`src/sv/dafmt_pkg.sv`:
```
package dafmt_pkg;

    localparam int VALUE_W   = 32;
    localparam int SEL_W     = 2;
    localparam int CHAR_W    = 6;
    localparam int DIGITS    = 10;
    localparam int BCD_W     = 4 * DIGITS;
    localparam int STEP_W    = 5;
    localparam int IDX_W     = 4;

    // Width select codes
    localparam logic [SEL_W-1:0] SEL_8BIT  = 2'd0;
    localparam logic [SEL_W-1:0] SEL_16BIT = 2'd1;

    // Last double-dabble step (one step per value bit)
    localparam logic [STEP_W-1:0] LAST_STEP = 5'd31;

    localparam logic [CHAR_W-1:0] CHAR_SPACE = 6'd32;
    localparam logic [CHAR_W-1:0] CHAR_ZERO  = 6'd48;

    // Controller to datapath
    typedef struct packed {
        logic load;
        logic shift;
        logic emit;
    } ctrl_cmd_t;

    // Datapath to controller
    typedef struct packed {
        logic shift_done;
        logic emit_last;
        logic out_free;
    } dp_status_t;

    // Index of the most significant field position, counted from the units digit
    function automatic logic [IDX_W-1:0] top_index(input logic [SEL_W-1:0] sel);
        logic [IDX_W-1:0] idx;
        case (sel)
            SEL_8BIT:  idx = 4'd2;
            SEL_16BIT: idx = 4'd4;
            default:   idx = 4'd9;
        endcase
        return idx;
    endfunction

endpackage

```
`src/sv/dafmt_in_if.sv`:
```
interface dafmt_in_if;
    import dafmt_pkg::*;

    logic               valid;
    logic               ready;
    logic [VALUE_W-1:0] value;
    logic [SEL_W-1:0]   width_select;
    logic               left_aligned;

    modport source (output valid, output value, output width_select, output left_aligned,
                    input ready);
    modport sink   (input valid, input value, input width_select, input left_aligned,
                    output ready);
endinterface

```
`src/sv/dafmt_out_if.sv`:
```
interface dafmt_out_if;
    import dafmt_pkg::*;

    logic              valid;
    logic              ready;
    logic [CHAR_W-1:0] character;
    logic              last;

    modport source (output valid, output character, output last, input ready);
    modport sink   (input valid, input character, input last, output ready);
endinterface

```
`src/sv/dafmt_ctrl.sv`:
```
module dafmt_ctrl (
    input  logic                  clk,
    input  logic                  rst_n,
    input  logic                  in_valid,
    output logic                  in_ready,
    input  dafmt_pkg::dp_status_t status,
    output dafmt_pkg::ctrl_cmd_t  cmd
);
    import dafmt_pkg::*;

    localparam logic [1:0] ST_IDLE = 2'd0;
    localparam logic [1:0] ST_CONV = 2'd1;
    localparam logic [1:0] ST_EMIT = 2'd2;

    logic [1:0] state_reg;
    logic [1:0] state_next;

    // Next state and commands
    always_comb
    begin
        state_next = state_reg;
        in_ready   = 1'b0;
        cmd        = '0;
        case (state_reg)
            ST_IDLE:
            begin
                in_ready = 1'b1;
                if (in_valid)
                begin
                    cmd.load   = 1'b1;
                    state_next = ST_CONV;
                end
            end
            ST_CONV:
            begin
                cmd.shift = 1'b1;
                if (status.shift_done)
                begin
                    state_next = ST_EMIT;
                end
            end
            ST_EMIT:
            begin
                cmd.emit = status.out_free;
                if (status.out_free && status.emit_last)
                begin
                    state_next = ST_IDLE;
                end
            end
            default:
            begin
                state_next = ST_IDLE;
            end
        endcase
    end

    always_ff @(posedge clk or negedge rst_n)
    begin
        if (!rst_n)
        begin
            state_reg <= ST_IDLE;
        end
        else
        begin
            state_reg <= state_next;
        end
    end

endmodule

```
`src/sv/dafmt_datapath.sv`:
```
module dafmt_datapath (
    input  logic                          clk,
    input  logic                          rst_n,
    input  logic [dafmt_pkg::VALUE_W-1:0] in_value,
    input  logic [dafmt_pkg::SEL_W-1:0]   in_width_select,
    input  logic                          in_left_aligned,
    input  dafmt_pkg::ctrl_cmd_t          cmd,
    output dafmt_pkg::dp_status_t         status,
    output logic                          out_valid,
    input  logic                          out_ready,
    output logic [dafmt_pkg::CHAR_W-1:0]  out_character,
    output logic                          out_last
);
    import dafmt_pkg::*;

    logic [VALUE_W-1:0] bin_reg;
    logic [BCD_W-1:0]   bcd_reg;
    logic [STEP_W-1:0]  step_reg;
    logic [IDX_W-1:0]   idx_reg;
    logic               seen_reg;
    logic               left_reg;
    logic               oval_reg;
    logic [CHAR_W-1:0]  char_reg;
    logic               last_reg;

    logic [VALUE_W-1:0] masked;
    logic [BCD_W-1:0]   bcd_adj;
    logic [3:0]         digit;
    logic               is_space;
    logic               show;
    logic [CHAR_W-1:0]  char_next;
    logic               oval_next;

    // Cut the value to the selected width
    always_comb
    begin
        case (in_width_select)
            SEL_8BIT:  masked = {24'd0, in_value[7:0]};
            SEL_16BIT: masked = {16'd0, in_value[15:0]};
            default:   masked = in_value;
        endcase
    end

    // Double dabble: add 3 to every digit at 5 or above before the shift
    always_comb
    begin
        for (int d = 0; d < DIGITS; d++)
        begin
            if (bcd_reg[4*d +: 4] >= 4'd5)
            begin
                bcd_adj[4*d +: 4] = bcd_reg[4*d +: 4] + 4'd3;
            end
            else
            begin
                bcd_adj[4*d +: 4] = bcd_reg[4*d +: 4];
            end
        end
    end

    // Character of the current field position
    always_comb
    begin
        digit     = 4'(bcd_reg >> {idx_reg, 2'b00});
        is_space  = !seen_reg && (digit == 4'd0) && (idx_reg != '0);
        show      = !(left_reg && is_space);
        char_next = is_space ? CHAR_SPACE : (CHAR_ZERO + {2'b00, digit});
    end

    assign status.shift_done = (step_reg == LAST_STEP);
    assign status.emit_last  = (idx_reg == '0);
    assign status.out_free   = !oval_reg || out_ready;

    // Conversion and scan registers
    always_ff @(posedge clk)
    begin
        if (cmd.load)
        begin
            bin_reg  <= masked;
            bcd_reg  <= '0;
            step_reg <= '0;
            idx_reg  <= top_index(in_width_select);
            seen_reg <= 1'b0;
            left_reg <= in_left_aligned;
        end
        else if (cmd.shift)
        begin
            {bcd_reg, bin_reg} <= {bcd_adj[BCD_W-2:0], bin_reg, 1'b0};
            step_reg           <= step_reg + 1'b1;
        end
        else if (cmd.emit)
        begin
            idx_reg  <= idx_reg - 1'b1;
            seen_reg <= seen_reg || !is_space;
        end
    end

    // Output register
    always_comb
    begin
        oval_next = oval_reg && !out_ready;
        if (cmd.emit && show)
        begin
            oval_next = 1'b1;
        end
    end

    always_ff @(posedge clk or negedge rst_n)
    begin
        if (!rst_n)
        begin
            oval_reg <= 1'b0;
        end
        else
        begin
            oval_reg <= oval_next;
        end
    end

    always_ff @(posedge clk)
    begin
        if (cmd.emit && show)
        begin
            char_reg <= char_next;
            last_reg <= (idx_reg == '0);
        end
    end

    assign out_valid     = oval_reg;
    assign out_character = char_reg;
    assign out_last      = last_reg;

endmodule

```
`src/sv/decimal_ascii_formatter.sv`:
```
// Decimal ASCII formatter: one item at a time.
// After the input transfer, 32 double-dabble shifts run (one per value bit), then the first
// field position is loaded into the output register.
// Each item has P = 3, 5 or 10 field positions, scanned one position per cycle while the
// output is free (skipped spaces too); input is accepted again the cycle after the last.
// Reset: rst_n clears the controller state and output valid flag.
module decimal_ascii_formatter (
    input  logic        clk,
    input  logic        rst_n,
    dafmt_in_if.sink    din,
    dafmt_out_if.source dout
);
    import dafmt_pkg::*;

    ctrl_cmd_t  cmd;
    dp_status_t status;

    dafmt_ctrl u_ctrl (
        .clk      (clk),
        .rst_n    (rst_n),
        .in_valid (din.valid),
        .in_ready (din.ready),
        .status   (status),
        .cmd      (cmd)
    );

    dafmt_datapath u_datapath (
        .clk             (clk),
        .rst_n           (rst_n),
        .in_value        (din.value),
        .in_width_select (din.width_select),
        .in_left_aligned (din.left_aligned),
        .cmd             (cmd),
        .status          (status),
        .out_valid       (dout.valid),
        .out_ready       (dout.ready),
        .out_character   (dout.character),
        .out_last        (dout.last)
    );

endmodule

```
`src/flat_wrapper.sv`:
```
// flat-port wrapper written by rule: the top's interface ports become plain ports
module decimal_ascii_formatter_flat import dafmt_pkg::*;
  (clk, rst_n, din_valid, din_value, din_width_select, din_left_aligned, din_ready, dout_valid, dout_character, dout_last, dout_ready);
  dafmt_in_if din_i ();
  dafmt_out_if dout_i ();
  input  logic clk;
  input  logic rst_n;
  input wire logic [$bits(din_i.valid)-1:0] din_valid;
  input wire logic [$bits(din_i.value)-1:0] din_value;
  input wire logic [$bits(din_i.width_select)-1:0] din_width_select;
  input wire logic [$bits(din_i.left_aligned)-1:0] din_left_aligned;
  output wire logic [$bits(din_i.ready)-1:0] din_ready;
  output wire logic [$bits(dout_i.valid)-1:0] dout_valid;
  output wire logic [$bits(dout_i.character)-1:0] dout_character;
  output wire logic [$bits(dout_i.last)-1:0] dout_last;
  input wire logic [$bits(dout_i.ready)-1:0] dout_ready;
  assign din_i.valid = din_valid;
  assign din_i.value = din_value;
  assign din_i.width_select = din_width_select;
  assign din_i.left_aligned = din_left_aligned;
  assign din_ready = din_i.ready;
  assign dout_valid = dout_i.valid;
  assign dout_character = dout_i.character;
  assign dout_last = dout_i.last;
  assign dout_i.ready = dout_ready;
  decimal_ascii_formatter u_core (.clk(clk), .rst_n(rst_n), .din(din_i), .dout(dout_i));
endmodule
```
`config.mk`:
```
export PLATFORM = sky130hd
export DESIGN_NAME = decimal_ascii_formatter_flat
export DESIGN_NICKNAME = d
export VERILOG_FILES = /design/src/sv/dafmt_pkg.sv /design/src/sv/dafmt_in_if.sv /design/src/sv/dafmt_out_if.sv /design/src/sv/dafmt_ctrl.sv /design/src/sv/dafmt_datapath.sv /design/src/sv/decimal_ascii_formatter.sv /design/src/flat_wrapper.sv
export SDC_FILE = /design/constraint.sdc
export NUM_CORES = 1
export LEC_CHECK = 0
export BUFFER_PORTS_ARGS = -buffer_cell sky130_fd_sc_hd__buf_2
export CORE_MARGIN = 8
export CORE_UTILIZATION = 30
export CTS_CLUSTER_SIZE = 16
export DETAILED_ROUTE_END_ITERATION = 10
export GPL_TIMING_DRIVEN = 1
export PLACE_DENSITY = 0.56
export SLEW_MARGIN = 20
export SYNTH_ARGS = -nofsm -noshare
export SYNTH_HDL_FRONTEND = slang
export SYNTH_SLANG_ARGS = --single-unit
```
`constraint.sdc`:
```
create_clock -name clk -period 2.2 [get_ports clk]
set_input_delay 0.44 -clock clk [delete_from_list [all_inputs] [get_ports clk]]
set_output_delay 0.44 -clock clk [all_outputs]
set_load 0.05 [all_outputs]
```
### After elaboration in Yosys (flattened, before gate mapping)

Index checks and enable logic that the tools add are counted.
Widths: inputs -> output; s select.

| storage, ports and cells | value |
|---|---|
| bits in registers | 93 |
| word-level logic and storage cells | 93 |
| bits of input ports | 39 |

| cells by class | value |
|---|---|
| bitwise operators | 1 |
| equality and inequality tests | 8 |
| mux-type cells | 27 |
| shifts and indexed selects | 1 |
| add/sub/neg operators | 13 |
| reduce and logical (&&, ||, !) cells | 23 |
| $lt $le $gt $ge | 10 |

Operators with widths:

| kind | number |
|---|---|
| $mux 32 | 2 |
| $pmux 32 s2 | 1 |
| $mux 4 | 12 |
| $ge 4x3->1 const B | 10 |
| $shr 40x6->4 | 1 |
| $add 4x2->4 const B | 9 |
| $logic_not 4->1 | 2 |
| $pmux 4 s2 | 1 |
| $add 5x5->6 const A | 1 |
| $logic_and 1x1->1 | 6 |
| $mux 1 | 6 |
| $mux 2 | 3 |
| $pmux 2 s3 | 1 |
| $add 5x1->5 const B | 1 |
| $eq 5x5->1 const B | 1 |
| $logic_not 1->1 | 5 |
| $eq 2x1->1 const B | 2 |
| $logic_not 2->1 | 2 |
| $ne 2x1->1 const B | 2 |
| $ne 2x2->1 const B | 2 |
| $reduce_and 2->1 | 2 |
| $reduce_bool 2->1 | 2 |
| $reduce_bool 4->1 | 1 |
| $sub 4x1->4 const B | 1 |
| other kinds (6) | 7 |

### Logic depth before layout (Yosys ltp)

Gate-level depths: netlist (run 1).

| depth | value |
|---|---|
| depth after elaboration | 8 |
| depth in mapped cells | 9 |
| gate-level depth less buffers | 7 |

### By module

A second synthesis (run 1) with hierarchy kept.

| unflattened totals | value |
|---|---|
| cells, all modules | 459 |
| area total of the unflattened synthesis | 4765.8 µm² |

By module, submodules not included:

| module | area each (µm²) | times used | cells an instance |
|---|---|---|---|
| dafmt_datapath | 4662.0 | 1 | 448 |
| dafmt_ctrl | 103.8 | 1 | 11 |

### Least setup slack after synthesis (run 1)

Ideal clock, no wire load.

| timing path | value |
|---|---|
| path type | reg2reg |
| start | register u_core.u_ctrl.state_reg[0] |
| end | register u_core.u_datapath.bin_reg[0], enable pin |
| period minus slack after synthesis | 2875 ps |
| path slack | -675 ps |
| stages on the path, launching flop included | 6 |
| arrival | 2486 ps |
| buffers on the path | 2 |
| path through | dfrtp_1 > nor2_1 > nand2_1 > clkbuf_1 > buf_1 > nand2_1 |

| between the ends | value |
|---|---|
| longest elaborated chain between the ends | 3 |

Ends and longest elaborated chain:

| element | line | text |
|---|---|---|
| from (decl) | dafmt_ctrl.sv:15 | `logic [1:0] state_reg;` |
| from (signal assigned) | dafmt_ctrl.sv:65 | `state_reg <= state_next;` |
| $eq 2x1->1 / $logic_not 2->1 (equally long branches) | dafmt_ctrl.sv:24 | `case (state_reg)` |
| $mux 1 | dafmt_ctrl.sv:24 |  |
| $reduce_bool 2->1 (no line) * | -- |  |
| to (signal assigned) | dafmt_datapath.sv:78 | `bin_reg <= masked;` |
| to (signal assigned) | dafmt_datapath.sv:87 | `{bcd_reg, bin_reg} <= {bcd_adj[BCD_W-2:0], bin_reg, 1'b0};` |
| to (decl) | dafmt_datapath.sv:16 | `logic [VALUE_W-1:0] bin_reg;` |

Every way passes the cells marked *; elsewhere a longest branch is shown, timed or not.
A chain may end at the register's enable or synchronous reset.

### Worst setup path after layout (run 1)

| timing path | value |
|---|---|
| start | register u_core.u_datapath.idx_reg[0] |
| end | register u_core.u_datapath.char_reg[0] (netlist: u_core.u_datapath.out_character[0]), enable pin |

| between the ends | value |
|---|---|
| longest elaborated chain between the ends | 7 |

Ends and longest elaborated chain:

| element | line | text |
|---|---|---|
| from (decl) | dafmt_datapath.sv:19 | `logic [IDX_W-1:0] idx_reg;` |
| from (signal assigned) | dafmt_datapath.sv:81 | `idx_reg <= top_index(in_width_select);` |
| from (signal assigned) | dafmt_datapath.sv:92 | `idx_reg <= idx_reg - 1'b1;` |
| $shr 40x6->4 | dafmt_datapath.sv:63 | `digit = 4'(bcd_reg >> {idx_reg, 2'b00});` |
| $logic_not 4->1 | dafmt_datapath.sv:64 | `is_space = !seen_reg && (digit == 4'd0) && (idx_reg != '0);` |
| $logic_and 1x1->1 | dafmt_datapath.sv:64 |  |
| $logic_and 1x1->1 * | dafmt_datapath.sv:64 |  |
| $logic_and 1x1->1 * | dafmt_datapath.sv:65 | `show = !(left_reg && is_space);` |
| $logic_not 1->1 * | dafmt_datapath.sv:65 |  |
| $logic_and 1x1->1 * | dafmt_datapath.sv:121 | `if (cmd.emit && show)` |
| to (signal assigned) | dafmt_datapath.sv:123 | `char_reg <= char_next;` |
| to (decl) | dafmt_datapath.sv:23 | `logic [CHAR_W-1:0] char_reg;` |

Marks and branches as above.

==> results of run 1 <==
-- layout make-up --
cell class | count | area [um2] | area share [%]
sequential | 92 | 2290 | 40.6
multi-input combinational | 368 | 2230 | 39.7
timing repair buffer | 68 | 449 | 7.98
tap | 216 | 270 | 4.80
clock buffer | 9 | 225 | 4.00
inverter | 24 | 90.1 | 1.60
clock inverter | 7 | 76.3 | 1.36
-- layer usage --
layer  routed length [um]  share of wire (%)  vias to the layer above
li1                     -                  -                     1873
met1                 5180                 48                     1766
met2                 5250                 49                       62
met3                  320                3.0                        2
met4                   49               0.45                        0
met5                    0                  0                        -
-- placed cells by master, fill, tap and decap left out, types with 2 or more instances in the layout --
| cell type | synthesis | layout |
|---|---|---|
| buf_2 | 1 | 46 |
| edfxtp_1 | 43 | 43 |
| and3_1 | 2 | 2 |
| o32ai_1 | 9 | 9 |
| clkinvlp_4 | 0 | 2 |
| dfrtp_1 | 3 | 3 |
| mux2_2 | 5 | 5 |
| inv_1 | 23 | 23 |
| clkbuf_16 | 0 | 11 |
| a21oi_1 | 33 | 33 |
| nand2b_1 | 13 | 12 |
| nor3b_1 | 2 | 2 |
| o21ai_0 | 44 | 44 |
| mux4_2 | 4 | 4 |
| ha_1 | 23 | 23 |
| nor2_1 | 27 | 26 |
| nor2b_1 | 3 | 3 |
| mux2i_1 | 9 | 9 |
| xor2_1 | 11 | 11 |
| nand3_1 | 54 | 54 |
| o31ai_1 | 3 | 3 |
| dfxtp_1 | 46 | 46 |
| o22ai_1 | 2 | 2 |
| clkinv_4 | 0 | 2 |
| buf_4 | 2 | 17 |
| xnor2_1 | 13 | 13 |
| nand2_1 | 94 | 92 |
| nor3_1 | 2 | 2 |
-- timing repair --
item	in CTS	in global routing
cloned	0	2
resized for setup	0	2
hold buffers	1	0
setup buffers	0	3
endpoints found under the hold margin	3	0
setup endpoints to repair	1	8
pin swaps	1	3
-- through the flow --
step / setup TNS (ns) / utilization [%] / std cells
5_1_grt: -0.491 / 36.0 / 784
6_report: 0 / 36.0 / 784
2_1_floorplan: 0 / - / 515
4_1_cts: 0 / 35.4 / 779
3_5_place_dp: 0 / 33.5 / 762
3_3_place_gp: 0 / 33.5 / 762
-- kinds of logic (layout without fill, tap and decap cells) --
kind of cell | after synthesis | count (layout)
and+or+nand+nor | 203 | 203
AOI/OAI and AO/OA | 98 | 98
DFF | 92 | 92
adders and majority gates | 23 | 23
buffers and inverters | 55 | 108
muxes | 19 | 19
other | 1 | 1
xor gates and xnor gates | 24 | 24
-- worst paths after layout --
kind,startpoint,end,slack [ns],cells after the start
worst max-delay path,u_core.u_datapath.idx_reg[0],u_core.u_datapath.out_character[0],0.04,8
worst min-delay path,din_left_aligned,u_core.u_datapath.left_reg,0.29,1
worst max register to register,u_core.u_datapath.idx_reg[0],u_core.u_datapath.out_character[0],0.04,8
worst min register to register,u_core.u_datapath.step_reg[4],u_core.u_datapath.step_reg[4],0.47,2
max in group asynchronous,rst_n,u_core.u_datapath.out_valid,1.64,2
min in group asynchronous,rst_n,u_core.u_ctrl.state_reg[1],0.44,2
-- power by group --
part	internal, mW	switching, mW	leakage (nW)
logic	1.33	1.85	1.34
registers	2.72	0.573	0.867
clock network	0.887	0.679	0.142
==> reports/results.txt, run 1 <==
status: completed
row count: 46
top cell type by total area after synthesis: edfxtp_1
pre-CTS setup slack: 0.0312 ns
max reg flops: 40
largest cells by area after synthesis: edfxtp_1 27%, dfxtp_1 19%, nand2_1 7.4%, ha_1 6.1%, nand3_1 5.7%
DR WL/cell: 13.8 um
CTS clk-pin slew, worst paths: 0.07 ns
startpoint types: register
HP Class: in2reg
Peak VDD IR: 0.556 mV
initial core utilization: 30.3%
first-pass GRT wire length: 18,100 um
layout net count: 625
fmax: 463 MHz
htree depth: 3
crit path cell chain: buf_6 > clkbuf_16 > mux2i_1 > mux4_2 > o211ai_2 > nor4_2 > nor2_1 > buf_4
Core Area: 0.0157 mm2
most frequent cell after synthesis: nand2_1
main combinational cell family by area after synthesis: simple AND/OR/NAND/NOR gates
CTS Buf Count: 9
critical path fanouts, max: 6
distinct cell type count after synthesis: 44
met3 Use GR: 2.32%
synthesized flop and latch total: 92
Hold Slack: 0.288 ns
number of global-route vias before repair: 3,710
synth warn: 0
area share of the largest cell type after synthesis: 27.3%
Starting DRT DRC Count: 222
CTS tree: built
final setup violation count: 0
Antenna Nets Post-Route: 0
antenna violations before repair: 0
largest net degree at the start of global routing: 72
headroom to the max-slew limit: 57.4%
WL final: 10,800 um
met2 usage: 17.5%
Power Density: 1430 mW/mm2
Design Area, Final: 0.00563 mm2
Fillers: 1,632
Residual DRC: 0
dpl cell area: 0.00524 mm2
total grt overflow: 0
RSZ-0062 raised after global routing: true
slowest CP cell: mux4_2
Die X: 142 um
met1 Usage GRT: 14.7%
adder-cell area share of the yosys netlist: 6.07%
post-synthesis mux area share: 5.23%
Root Buffer: clkbuf_16
Final Critical Period: 2.16 ns
critical setup path kind: reg2reg
Post-Syn Instances: 515
clock buffer depth: 2
total number of vias: 3,703
Tot GR Track Use: 11.0%
Ant. Diodes: 0
Post-Syn Area per Cell: 9.20 um2
CP top delay family: multiplexers
Pwr Total: 8.04 mW
area delta synth->final: 18.9%
GRT busiest layer: met2
clk_lat worst skew: 0.34 ns
simple-gate portion of the synthesized area: 19.0%
Synth Area in XOR/XNOR: 4.44%
measured slew at the worst slew-check pin: 0.639 ns
hpwl dp: 7570 um
max_cap viols: 0
final hold vios: 0
Die Area: 0.0201 mm2
sequential share of the synthesized area: 48.3%
Tcrit/Tclk final: 98.1%
CP bufs+invs: 3
peak per-stage delay on the critical path: 0.51 ns
number of I/O pins: 48
async set-reset flop share out of synthesis: 3.26%
ys flop type: dfxtp_1
CP Capture Type: register
Pre-Repair DR Iteration Count: 4
compound-cell area share of the yosys netlist: 11.9%
Setup WS post-layout: 0.0425 ns
Post-Syn Area: 0.00474 mm2
Synth top cells by count: 94 x nand2_1, 54 x nand3_1, 46 x dfxtp_1
share of layout cells above drive strength 1: 17.8%
EDFF count, synth: 43
vias per cell: 4.72
Pleak: 2.35 nW
Worst Skew: 0.00674 ns
die height: 142 um
clock sinks: 92
WP data arrival: 2.21 ns
CP Data Required Time: 2.25 ns
fin. max-slew vios: 0
Port Buf Inserts: 46
GPL Wtd Cong: 0.787
Synthesized Nets: 577
Note: power is estimated with default switching activity, not from simulation.
==> inputs of run 2 (changes only) <==
- CORE_MARGIN: 8 -> 4
- RECOVER_POWER: not set -> 50
==> reports/results.txt, run 2 (synthesized netlist as in run 1, its figures left out) <==
pre-CTS setup slack: -0.0415 ns (was 0.0312 ns)
CTS Buf Count: 9 (unchanged)
startpoint types: register (unchanged)
Power Density: 1450 mW/mm2 (was 1430 mW/mm2)
share of layout cells above drive strength 1: 16.7% (was 17.8%)
Setup WS post-layout: 0.0349 ns (was 0.0425 ns)
first-pass GRT wire length: 17,300 um (was 18,100 um)
Starting DRT DRC Count: 250 (was 222)
Util after Layout: 36.7% (was 36.0%)
Antenna Nets Post-Route: 0 (unchanged)
critical path fanouts, max: 8 (was 6)
layout net count: 626 (was 625)
fin. max-slew vios: 0 (unchanged)
WL final: 10,400 um (was 10,800 um)
clock sinks: 92 (unchanged)
Worst Skew: 0.0104 ns (was 0.00674 ns)
Die Area: 0.0179 mm2 (was 0.0201 mm2)
initial core utilization: 30.9% (was 30.3%)
HP Class: in2reg (unchanged)
Pre-Repair DR Iteration Count: 6 (was 4)
Tot GR Track Use: 11.7% (was 11.0%)
hpwl dp: 7340 um (was 7570 um)
Port Buf Inserts: 46 (unchanged)
max_cap viols: 0 (unchanged)
CP Data Required Time: 2.26 ns (was 2.25 ns)
htree depth: 3 (unchanged)
Die X: 134 um (was 142 um)
largest net degree at the start of global routing: 72 (unchanged)
status: completed (unchanged)
area delta synth->final: 18.6% (was 18.9%)
max reg flops: 40 (unchanged)
row count: 45 (was 46)
Fillers: 1,565 (was 1,632)
CTS tree: built (unchanged)
Peak VDD IR: 0.732 mV (was 0.556 mV)
Residual DRC: 0 (unchanged)
Root Buffer: clkbuf_16 (unchanged)
total grt overflow: 0 (unchanged)
clk_lat worst skew: 0.34 ns (about the same)
headroom to the max-slew limit: 45.8% (was 57.4%)
antenna violations before repair: 0 (unchanged)
most frequent standard cell in the layout excluding fill and tap cells: nand2_1 (unchanged)
final hold vios: 0 (unchanged)
DR WL/cell: 13.3 um (was 13.8 um)
total number of vias: 3,694 (was 3,703)
most frequent cells in the layout: 93 x nand2_1, 54 x nand3_1, 46 x dfxtp_1 (was 92 x nand2_1, 54 x nand3_1, 46 x buf_2, 46 x dfxtp_1, 44 x o21ai_0)
CTS clk-pin slew, worst paths: 0.07 ns (about the same)
RSZ-0062 raised after global routing: true (unchanged)
number of global-route vias before repair: 3,643 (was 3,710)
Tcrit/Tclk final: 98.4% (was 98.1%)
vias per cell: 4.74 (was 4.72)
CP Capture Type: register (unchanged)
critical setup path kind: reg2reg (unchanged)
clock buffer depth: 2 (unchanged)
final setup violation count: 0 (unchanged)
Ant. Diodes: 0 (unchanged)
Final Critical Period: 2.17 ns (was 2.16 ns)
Core Area: 0.0153 mm2 (was 0.0157 mm2)
Pleak: 2.33 nW (was 2.35 nW)
measured slew at the worst slew-check pin: 0.813 ns (was 0.639 ns)
WP data arrival: 2.22 ns (was 2.21 ns)
fmax: 462 MHz (was 463 MHz)
GPL Wtd Cong: 0.834 (was 0.787)
number of I/O pins: 48 (unchanged)
die height: 134 um (was 142 um)
[run 2: cell types whose count changed in the layout (fill, tap and decap cells not counted), sizes merged]
cell,before,now
clkbuf,11,21
inv,24,29
clkinvlp,2,0
buf,65,56
clkinv,4,1
[run 2: path summary, 6_finish.rpt]
kind | to | depth (start not counted) | from | slack (ns)
max reg2reg | u_core.u_datapath.out_character[1] | 7 | u_core.u_datapath.idx_reg[0] | 0.03
min reg2reg | u_core.u_datapath.bcd_reg[0] | 2 | u_core.u_datapath.bin_reg[31] | 0.46
max in group asynchronous | u_core.u_ctrl.state_reg[1] | 2 | rst_n | 1.49
min | u_core.u_datapath.left_reg | 1 | din_left_aligned | 0.28
min in group asynchronous | u_core.u_ctrl.state_reg[0] | 2 | rst_n | 0.48
max | u_core.u_datapath.out_character[1] | 7 | u_core.u_datapath.idx_reg[0] | 0.03
[run 2: what timing repair did]
action | in CTS | in global routing
hold buffers | 1 | 0
endpoints found under the setup margin | 8 | 9
pin swaps | 2 | 0
hold endpoints to repair | 3 | 0
buffers inserted | 3 | 1
gates resized for setup | 4 | 3
[run 2: worst max-delay path, stage by stage, from the launching register on]
cell and delay (ns):
edfxtp_1 0.50, buf_4 0.22, mux2i_1 0.13, mux4_2 0.48, o211ai_1 0.20, nor4_2 0.08
nor2_1 0.10, buf_4 0.16
[run 2: where the power goes]
group,leakage (nW),total [mW],switching (mW),internal [mW]
Sequential,0.867,3.30,0.574,2.72
Clock,0.154,1.63,0.720,0.910
Combinational,1.31,3.20,1.85,1.36
[run 2: through the flow]
stage	cell area (um2)	cells	power (mW)	hold slack [ns]	TNS [ns]
after floorplan	4750	515	5.58	0.144	0
after global placement	5260	759	6.33	0.259	0
after detailed placement	5260	759	6.49	0.261	-0.249
after CTS	5620	779	8.22	0.269	0
after global routing	5620	780	8.83	0.266	-0.979
final	5620	780	8.13	0.278	0
[run 2: layer usage]
metal / GRT usage, % / wire length, um
met1: 15.7 / 5000
met2: 19.2 / 4900
met5: 0 / 0
met3: 2.27 / 333
met4: 3.77 / 143
[run 2: final cells by class]
cell class | count | area [um2] | area share, %
inverter | 24 | 90.1 | 1.60
multi-input combinational | 368 | 2260 | 40.3
sequential | 92 | 2290 | 40.7
tap | 211 | 264 | 4.70
clock inverter | 7 | 85.1 | 1.51
clock buffer | 9 | 225 | 4.01
timing repair buffer | 69 | 404 | 7.19
